## config.mk

```make
export PLATFORM = sky130hd
export DESIGN_NAME = work_stealing_deque_core
export DESIGN_NICKNAME = d
export VERILOG_FILES = /design/src/rtl/core/wsd_pkg.sv /design/src/rtl/core/wsd_ram.sv /design/src/rtl/core/work_stealing_deque_core.sv
export SDC_FILE = /design/constraint.sdc
export NUM_CORES = 1
export LEC_CHECK = 0
export BUFFER_PORTS_ARGS = -buffer_cell sky130_fd_sc_hd__buf_2
export CAP_MARGIN = 20
export CORE_MARGIN = 3
export CORE_UTILIZATION = 61
export DETAILED_ROUTE_END_ITERATION = 8
export HOLD_SLACK_MARGIN = 0.03
export PLACE_DENSITY = 0.79
export SLEW_MARGIN = 10
export SYNTH_ARGS = -nofsm -noshare
export SYNTH_HDL_FRONTEND = slang
export SYNTH_SLANG_ARGS = --single-unit
```

## constraint.sdc

```tcl
create_clock -name clk -period 6.4 [get_ports clk]
set_input_delay 0.96 -clock clk [delete_from_list [all_inputs] [get_ports clk]]
set_output_delay 0.96 -clock clk [all_outputs]
set_load 0.005 [all_outputs]
```

## src/rtl/core/wsd_pkg.sv

```systemverilog
// Shared constants and codes for the work-stealing deque core.
`default_nettype none

package wsd_pkg;

    localparam int DEPTH  = 16;
    localparam int DATA_W = 32;
    localparam int ADDR_W = $clog2(DEPTH);
    localparam int PTR_W  = ADDR_W + 1;

    localparam int OP_W     = 2;
    localparam int STATUS_W = 2;

    localparam int IN_TDATA_W  = ((OP_W + DATA_W + 7) / 8) * 8;
    localparam int OUT_TDATA_W = ((STATUS_W + DATA_W + 7) / 8) * 8;
    localparam int IN_PAD_W    = IN_TDATA_W - OP_W - DATA_W;
    localparam int OUT_PAD_W   = OUT_TDATA_W - STATUS_W - DATA_W;

    typedef logic [OP_W-1:0]     op_t;
    typedef logic [STATUS_W-1:0] status_t;
    typedef logic [PTR_W-1:0]    ptr_t;
    typedef logic [ADDR_W-1:0]   addr_t;
    typedef logic [DATA_W-1:0]   data_t;

    localparam op_t OP_PUSH  = 2'd0;
    localparam op_t OP_TAKE  = 2'd1;
    localparam op_t OP_STEAL = 2'd2;

    localparam status_t ST_OK    = 2'd0;
    localparam status_t ST_EMPTY = 2'd1;
    localparam status_t ST_FULL  = 2'd2;

endpackage

`default_nettype wire

```

## src/rtl/core/wsd_ram.sv

```systemverilog
// Single-clock RAM with one write port and one registered read port.
`default_nettype none

module wsd_ram #(
    parameter int ADDR_W = 4,
    parameter int DATA_W = 32
) (
    input  wire logic              clk,
    input  wire logic              wr_en,
    input  wire logic [ADDR_W-1:0] wr_addr,
    input  wire logic [DATA_W-1:0] wr_data,
    input  wire logic              rd_en,
    input  wire logic [ADDR_W-1:0] rd_addr,
    output logic      [DATA_W-1:0] rd_data
);

    logic [DATA_W-1:0] mem [2**ADDR_W];

    always_ff @(posedge clk)
    begin
        if (wr_en)
        begin
            mem[wr_addr] <= wr_data;
        end
        if (rd_en)
        begin
            rd_data <= mem[rd_addr];
        end
    end

endmodule

`default_nettype wire

```

## src/rtl/core/work_stealing_deque_core.sv

```systemverilog
// Top level of the work-stealing deque: pointer control, entry RAM and result register.
`default_nettype none

// Circular task deque of DEPTH words. Each input item is a push at the bottom,
// a take from the bottom or a steal from the top, and gives exactly one result
// item with a status and a task word. On acceptance the pointers update and the
// entry RAM is accessed; the registered RAM read data is then captured into the
// output register once that register is free or its result is being taken. A
// new item is accepted only after the held one has moved to the output register,
// since the block holds one item in flight between the RAM read and the output
// register. A push on a full deque is dropped with status full; a take or steal
// on an empty deque returns status empty and a zero word.
module work_stealing_deque_core (
    input  wire logic                           clk,
    input  wire logic                           rst_n,
    input  wire logic                           s_tvalid,
    output logic                                s_tready,
    // s_tdata: operation [1:0], push_value [33:2], zero padding above.
    input  wire logic [wsd_pkg::IN_TDATA_W-1:0] s_tdata,
    output logic                                m_tvalid,
    input  wire logic                           m_tready,
    // m_tdata: status [1:0], item_value [33:2], zero padding above.
    output logic [wsd_pkg::OUT_TDATA_W-1:0]     m_tdata
);

    import wsd_pkg::*;

    op_t     in_op;
    data_t   in_value;
    logic    s_fire;
    ptr_t    level;
    logic    is_empty;
    logic    is_full;
    ptr_t    newest;

    ptr_t    top_reg;
    ptr_t    top_next;
    ptr_t    bottom_reg;
    ptr_t    bottom_next;

    logic    pend_reg;
    logic    pend_next;
    status_t pend_status_reg;
    status_t pend_status_next;
    logic    pend_use_reg;
    logic    pend_use_next;
    logic    pend_done;

    logic    out_valid_reg;
    logic    out_valid_next;
    status_t out_status_reg;
    data_t   out_value_reg;

    logic    wr_en;
    logic    rd_en;
    addr_t   rd_addr;
    data_t   rd_data;

    assign in_op    = s_tdata[OP_W-1:0];
    assign in_value = s_tdata[OP_W+DATA_W-1:OP_W];

    assign s_tready = !pend_reg;
    assign s_fire   = s_tvalid && s_tready;

    assign level    = bottom_reg - top_reg;
    assign is_empty = (level == '0);
    assign is_full  = (level >= PTR_W'(DEPTH));
    assign newest   = bottom_reg - 1'b1;

    assign pend_done = pend_reg && (!out_valid_reg || m_tready);

    always_comb
    begin
        top_next         = top_reg;
        bottom_next      = bottom_reg;
        wr_en            = 1'b0;
        rd_en            = 1'b0;
        rd_addr          = top_reg[ADDR_W-1:0];
        pend_status_next = ST_OK;
        pend_use_next    = 1'b0;
        if (s_fire)
        begin
            unique case (in_op)
                OP_PUSH:
                begin
                    if (is_full)
                    begin
                        pend_status_next = ST_FULL;
                    end
                    else
                    begin
                        wr_en       = 1'b1;
                        bottom_next = bottom_reg + 1'b1;
                    end
                end
                OP_TAKE:
                begin
                    if (is_empty)
                    begin
                        pend_status_next = ST_EMPTY;
                    end
                    else
                    begin
                        rd_en         = 1'b1;
                        rd_addr       = newest[ADDR_W-1:0];
                        pend_use_next = 1'b1;
                        if (level == PTR_W'(1))
                        begin
                            top_next = top_reg + 1'b1;
                        end
                        else
                        begin
                            bottom_next = newest;
                        end
                    end
                end
                OP_STEAL:
                begin
                    if (is_empty)
                    begin
                        pend_status_next = ST_EMPTY;
                    end
                    else
                    begin
                        rd_en         = 1'b1;
                        pend_use_next = 1'b1;
                        top_next      = top_reg + 1'b1;
                    end
                end
                default:
                begin
                end
            endcase
        end
    end

    always_comb
    begin
        pend_next = pend_reg;
        if (s_fire)
        begin
            pend_next = 1'b1;
        end
        else if (pend_done)
        begin
            pend_next = 1'b0;
        end

        out_valid_next = out_valid_reg;
        if (pend_done)
        begin
            out_valid_next = 1'b1;
        end
        else if (m_tready)
        begin
            out_valid_next = 1'b0;
        end
    end

    always_ff @(posedge clk or negedge rst_n)
    begin
        if (!rst_n)
        begin
            top_reg       <= '0;
            bottom_reg    <= '0;
            pend_reg      <= 1'b0;
            out_valid_reg <= 1'b0;
        end
        else
        begin
            top_reg       <= top_next;
            bottom_reg    <= bottom_next;
            pend_reg      <= pend_next;
            out_valid_reg <= out_valid_next;
        end
    end

    always_ff @(posedge clk)
    begin
        if (s_fire)
        begin
            pend_status_reg <= pend_status_next;
            pend_use_reg    <= pend_use_next;
        end
        if (pend_done)
        begin
            out_status_reg <= pend_status_reg;
            out_value_reg  <= pend_use_reg ? rd_data : '0;
        end
    end

    wsd_ram #(
        .ADDR_W (ADDR_W),
        .DATA_W (DATA_W)
    ) u_ram (
        .clk     (clk),
        .wr_en   (wr_en),
        .wr_addr (bottom_reg[ADDR_W-1:0]),
        .wr_data (in_value),
        .rd_en   (rd_en),
        .rd_addr (rd_addr),
        .rd_data (rd_data)
    );

    assign m_tvalid = out_valid_reg;
    assign m_tdata  = {{OUT_PAD_W{1'b0}}, out_value_reg, out_status_reg};

    // The fill level never exceeds the deque depth.
    assert property (@(posedge clk) disable iff (!rst_n)
        level <= PTR_W'(DEPTH))
    else $error("deque fill level above depth");

    // A push into a deque with room advances the bottom pointer by one.
    assert property (@(posedge clk) disable iff (!rst_n)
        s_fire && in_op == OP_PUSH && !is_full
        |=> bottom_reg == PTR_W'($past(bottom_reg) + 1'b1))
    else $error("push did not advance bottom pointer");

    // A take or steal on an empty deque leaves both pointers unchanged and records status empty.
    assert property (@(posedge clk) disable iff (!rst_n)
        s_fire && is_empty && (in_op == OP_TAKE || in_op == OP_STEAL)
        |=> $stable(top_reg) && $stable(bottom_reg) && pend_status_reg == ST_EMPTY)
    else $error("empty removal changed pointers or status");

    // A pending item with a free output register becomes a valid result next cycle.
    assert property (@(posedge clk) disable iff (!rst_n)
        pend_reg && !out_valid_reg |=> out_valid_reg && !pend_reg)
    else $error("pending item not moved to output");

endmodule

`default_nettype wire

```

Word level (Yosys, flattened, before mapping)
Memory sizes are Yosys's and may differ from the RTL's. A register that Yosys moved wholly into a read port is not among the register bits.
Cells that the tools add are included.
Word-level totals
  register bits: 49
  RAM bits: 512
  bits of input ports: 44
  output and inout bits: 42
  logic and storage cells: 62
  memories: 1
Operators by class
  add/subtract/negate cells: 4
  order comparisons: 1
  equal/unequal tests: 8
  mux-type cells: 26
  reduce and logical (&&, ||, !) cells: 14
Memories
  u_ram.mem: words 16, bits a word 32, read ports 1, clocked after memory_dff 1, write ports 1, line wsd_ram.sv:17  | logic [DATA_W-1:0] mem [2**ADDR_W];
Operators by type and width (count)
  $mux 5: 6
  $pmux 5 s2: 2
  $mux 1: 13
  $mux 4: 3
  $add 5x1->5 const B: 2
  $ne 2x2->1 const B: 5
  $reduce_and 5->1: 2
  $reduce_bool 2->1: 4
  $eq 5x1->1 const B: 1
  $ge 5x5->1 const B: 1
  $logic_not 5->1: 1
  $sub 5x1->5 const B: 1
  $sub 5x5->5: 1
  $pmux 2 s2: 1
  $eq 2x1->1 const B: 1
  $eq 2x2->1 const B: 1
  $logic_and 1x1->1: 2
  $logic_not 1->1: 2
  $logic_not 2->1: 1
  $mux 2: 1
  $reduce_or 2->1: 1
  $logic_or 1x1->1: 1

Depth between registers and ports, before layout
  depth in word-level cells: 7
  gate-level depth with buffers: 17
  depth with buffers taken out: 13

Hierarchy
A second synthesis with hierarchy kept.
Unflattened totals
  cell total of the unflattened synthesis: 1022
  area total of the unflattened synthesis: 22571.6 µm²
By module, submodules not included
  wsd_ram: instances 1, cells each 838, area an instance 20155.6 µm², sequential area each 16335.7 µm²
  work_stealing_deque_core: instances 1, cells each 184, area an instance 2416.1 µm², sequential area each 1411.4 µm²

Worst setup path before layout
No wires, ideal clock.
  path type: register to register
  from: reg bottom_reg[0]
  to: mem u_ram.mem[3][0] (enable)
  library setup time: 0.461 ns
  arrival: 4.623 ns
  data required time: 5.939 ns
  setup slack: 1.316 ns
  stages on the path, launching flop included: 12
  buffers on the path: 1
  period minus slack after synthesis: 5.084 ns
  cell sequence: dfrtp_1 -> clkbuf_1 -> inv_1 -> ha_1 -> inv_1 -> fa_1 -> a21o_1 -> a21oi_1 -> xnor2_1 -> and3_1 -> nand2_1 -> nor3_1
Between the ends
  word-level cells in the longest chain between the ends: 7
RTL lines
  from (decl): line work_stealing_deque_core.sv:38  | ptr_t bottom_reg;
  from (signal assigned): line work_stealing_deque_core.sv:172  | bottom_reg <= bottom_next;
  $sub 5x5->5: line work_stealing_deque_core.sv:65  | assign level = bottom_reg - top_reg;
  $ge 5x5->1: line work_stealing_deque_core.sv:67  | assign is_full = (level >= PTR_W'(DEPTH));
  $mux 1: line work_stealing_deque_core.sv:86  | if (is_full)
  $mux 1: line work_stealing_deque_core.sv:83  | unique case (in_op)
  $mux 1: line work_stealing_deque_core.sv:81  | if (s_fire)
  $mux 1: line wsd_ram.sv:21  | if (wr_en)
  $mux 1 (not written as such): line wsd_ram.sv:23  | mem[wr_addr] <= wr_data;
  to (decl): line wsd_ram.sv:17
Parallel ways exist; a longest one is shown, timed or not.

Worst setup path after layout
  from: reg bottom_reg[0]
  to: reg u_ram.rd_data[6] (read register of u_ram.mem), data pin
Between the ends
  word-level cells in the longest chain between the ends: 5
  elaborated cells on any way between the ends: 9
  classes of those cells: add/sub (2); mux (6); reduce/logical (1)
RTL lines
  $sub 5x5->5: line work_stealing_deque_core.sv:65
  $logic_not 5->1: line work_stealing_deque_core.sv:66  | assign is_empty = (level == '0);
  $mux 4 or $mux 1 (tied branches): line work_stealing_deque_core.sv:98, work_stealing_deque_core.sv:119
  $mux 4 or $mux 1 (tied branches)
  $mux 4 or $mux 1 (tied branches): line work_stealing_deque_core.sv:81
  to (decl): line wsd_ram.sv:14  | output logic [DATA_W-1:0] rd_data
Parallel ways exist; a longest one is shown, timed or not.
A chain may end at the register's enable or synchronous reset.

==> parameters.txt <==
Parameter                              Value

Finish
  Max reg flops ... between 500 and 600
  Area grow syn2layout ... 12.1%
  Commonest non-fill, non-tap cells in the layout ... 581 x edfxtp_1, 257 x mux2i_1, 129 x o22ai_1
  FF+latch area ... 17,700 sq um
  Most frequent standard cell in the layout excluding fill and tap cells ... edfxtp_1
  Final net count ... 1,405
  Multi-input logic area ... about 4900 sq um
  Fraction of final layout cells sized beyond drive strength 1 ... around 15%
  Count of fill cells added during filler insertion ... roughly 2,300

Timing
  Fmax ... roughly 180 MHz
  Count of final hold-check violations ... 0
  Worst Max-Slew Pin Slew ... 1.04 ns
  Setup TNS ... 0 ns
  Final max-slew violation count ... 0
  Final worst setup slack ... approximately 0.92 ns
  Relative slew slack ... 30.8%
  Setup violations, final ... 0
  Fraction of the cycle the final worst path needs ... a little under nine tenths
  Final critical delay including setup and external delays ... between 5 and 6 ns
  Worst Skew ... approximately 0.018 ns
  RSZ-0062 raised after global routing ... false

Detailed routing
  Number of iterations in the first detailed-routing pass ... 5
  DR vias/cell ... approximately 6.2
  Routed wire length per instance ... approximately 26 um
  Vias after detailed routing ... between 10,000 and 15,000
  Sum of routed wire length over all layers ... 49,800 um
  DRT iter0 DRCs ... around 1,100
  Number of routed nets with antenna violations ... 0
  DRC Markers ... 0

Place
  Port-buffer cells ... 73
  Post-DP HPWL ... around 25,000 um
  Setup Slack @ Placement ... 0.746 ns
  Global placer's final weighted congestion ... 0.765

Clock network
  Sinks on the clock net ... between 500 and 600
  Post-CTS setup buffers ... 0
  Total of hold buffers inserted after clock tree synthesis ... 0
  Clock Path Buffers ... 3
  TritonCTS buffer count ... 55
  Clock Pin Slew Worst Setup and Hold Paths ... about 0.060 ns
  CTS H-Tree Depth ... 2
  Clock latency of the later-clocked register in the worst-skew pair ... ~0.60 ns
  Post-CTS sizing ... 0
  Master cell of the clock root buffer ... clkbuf_16
  TritonCTS clock tree ... done

Worst setup path
  Register-to-Register Setup Slack ... roughly 0.9 ns
  Maximum fanout along the worst path ... 38
  Data required time at the worst endpoint ... 6.72 ns
  Worst endpoint data arrival time ... between 5 and 6 ns
  Kind of start point of the critical path ... register
  Type of the worst setup path ... register to register
  Worst Setup End Kind ... register

Global route
  Total congestion overflow after global routing ... 0
  Number of global-route vias before repair ... 11,767
  Initial antenna violation count ... 4
  First-pass GRT wire length ... around 73,000 um
  Overall global routing resource usage ... approximately 24%
  Largest net degree at the start of global routing ... 78

Logic synthesis
  Xor and xnor fraction of the mapped netlist area ... less than 1%
  Mean instance size in the synthesized netlist ... around 18 sq um
  Total of flip-flops plus latches after synthesis ... around 590
  Distinct cell type count of the synthesized netlist ... 48
  Area leader, netlist ... edfxtp_1
  Largest family of logic cells by synthesized area ... multiplexers
  Adder-cell area share of the yosys netlist ... less than 1%
  Area of the mapped netlist ... between 20,000 and 25,000 sq um
  Main area contributors after synthesis ... edfxtp_1 76%, mux2i_1 11%, o22ai_1 3.5%
  Top-area cell type share of the netlist area ... approximately three quarters
  Share of async-settable or async-resettable flops after synthesis ... just over 2%
  Number of cells produced by synthesis ... about 1,300
  Post-synthesis mux area share ... between 10% and 20%
  Yosys synthesis warning count ... 0
  Sequential-to-total area share from yosys stat ... 77.0%
  Share of the synthesized area in compound gates (AO/OA/AOI/OAI) ... 4.64%
  Fraction of the mapped netlist area in simple logic gates ... 3.29%
  Prevailing post-synth register cell ... edfxtp_1
  Post-synth EDFFs ... around 580

Floorplan
  Area of the core ... ~37,000 sq um
  Die X-Extent ... 200 um
  IO Count ... 86
  Number of cell rows ... 70
  Initial cell density of the core ... between 60% and 70%
  Total die area ... between 40,000 and 50,000 sq um
  Vert. Die Dim ... between 200 and 250 um

Flow run
  Max-cap violation count ... 0

Power
  Power density cells ... around 410 nW/um^2
  Static leakage power ... ~8.9 nW
  Worst-case vdd ir drop ... between 0.2 and 0.3 mV

Min path
  Hold WC Path Type ... input port to async pin

Status
  Status ... finished clean
## synthesized netlist by cell type, types with 11 or more instances
master,instances
mux2i_1,257
or4_1,33
dfrtp_1,12
nand2_1,14
o22ai_1,129
and2_1,34
clkbuf_1,13
ha_1,14
inv_1,11
buf_4,33
edfxtp_1,581
buf_2,19
nor2_1,19
## stage by stage
step | hold slack (ns) | power, W | cells | utilization, % | instance area [sq um]
floorplan | 0.400 | 0.00672 | 1257 | - | 23100
detailed placement | 0.410 | 0.00741 | 1792 | 65.2 | 24100
CTS | 0.227 | 0.0105 | 1888 | 69.8 | 25800
global placement | 0.403 | 0.00732 | 1792 | 65.2 | 24100
finish | 0.249 | 0.0105 | 1892 | 69.9 | 25800
global route | 0.249 | 0.0109 | 1891 | 69.9 | 25800
## critical path: stages (launching register included)
cell and delay, ns:
dfrtp_1 0.72, inv_1 0.39, ha_1 0.29, inv_1 0.09
fa_1 0.43, or4_1 0.47, o31a_1 0.16, o311a_1 0.46
buf_16 0.23, mux2i_4 0.18, buf_12 0.20, buf_4 0.55
mux2i_1 0.29, o22ai_1 0.14, or4_1 0.54
## report_power, final
group          switching (W)  leakage (nW)  total (W)  internal, W
combinational        0.00157          2.65    0.00270      0.00113
clock                0.00134         0.843    0.00313      0.00179
sequential          0.000136          5.41    0.00468      0.00454
total                0.00304          8.90     0.0105      0.00746
## per-layer routing
metal | GRT usage, % | wire length, um
met5 | 0 | 25
met4 | 9.69 | 1510
met3 | 4.10 | 3540
met2 | 39.5 | 24700
met1 | 33.7 | 20100
## worst paths after layout
path | startpoint | end | depth (start not counted)
hold / removal | rst_n | bottom_reg[2]$_DFFE_PN0P_ | 1
setup reg to reg | bottom_reg[0]$_DFFE_PN0P_ | u_ram.rd_data[6]$_DFFE_PP_ | 14
setup / recovery | bottom_reg[0]$_DFFE_PN0P_ | u_ram.rd_data[6]$_DFFE_PP_ | 14
max in group asynchronous | rst_n | top_reg[4]$_DFFE_PN0P_ | 1
min in group clk | pend_status_reg[1]$_DFFE_PP_ | out_status_reg[1]$_DFFE_PP_ | 0
hold reg to reg | pend_status_reg[1]$_DFFE_PP_ | out_status_reg[1]$_DFFE_PP_ | 0
## final cells by class
type                       instances  area share, %
clock buffer                      68           5.60
sequential                       593           68.7
antenna                            3         0.0290
tap                              504           2.44
inverter                          12          0.174
clock inverter                    28           1.03
timing repair buffer             106           2.98
multi-input combinational        578           19.1
## cells by family after synthesis
kind of cell	after synthesis
simple gates	128
xor+xnor	15
mux	259
buf+inv	86
compound gates	155
other cells	1
flops	593
fa+ha+maj	15
Power figures use the tool's default switching activity.
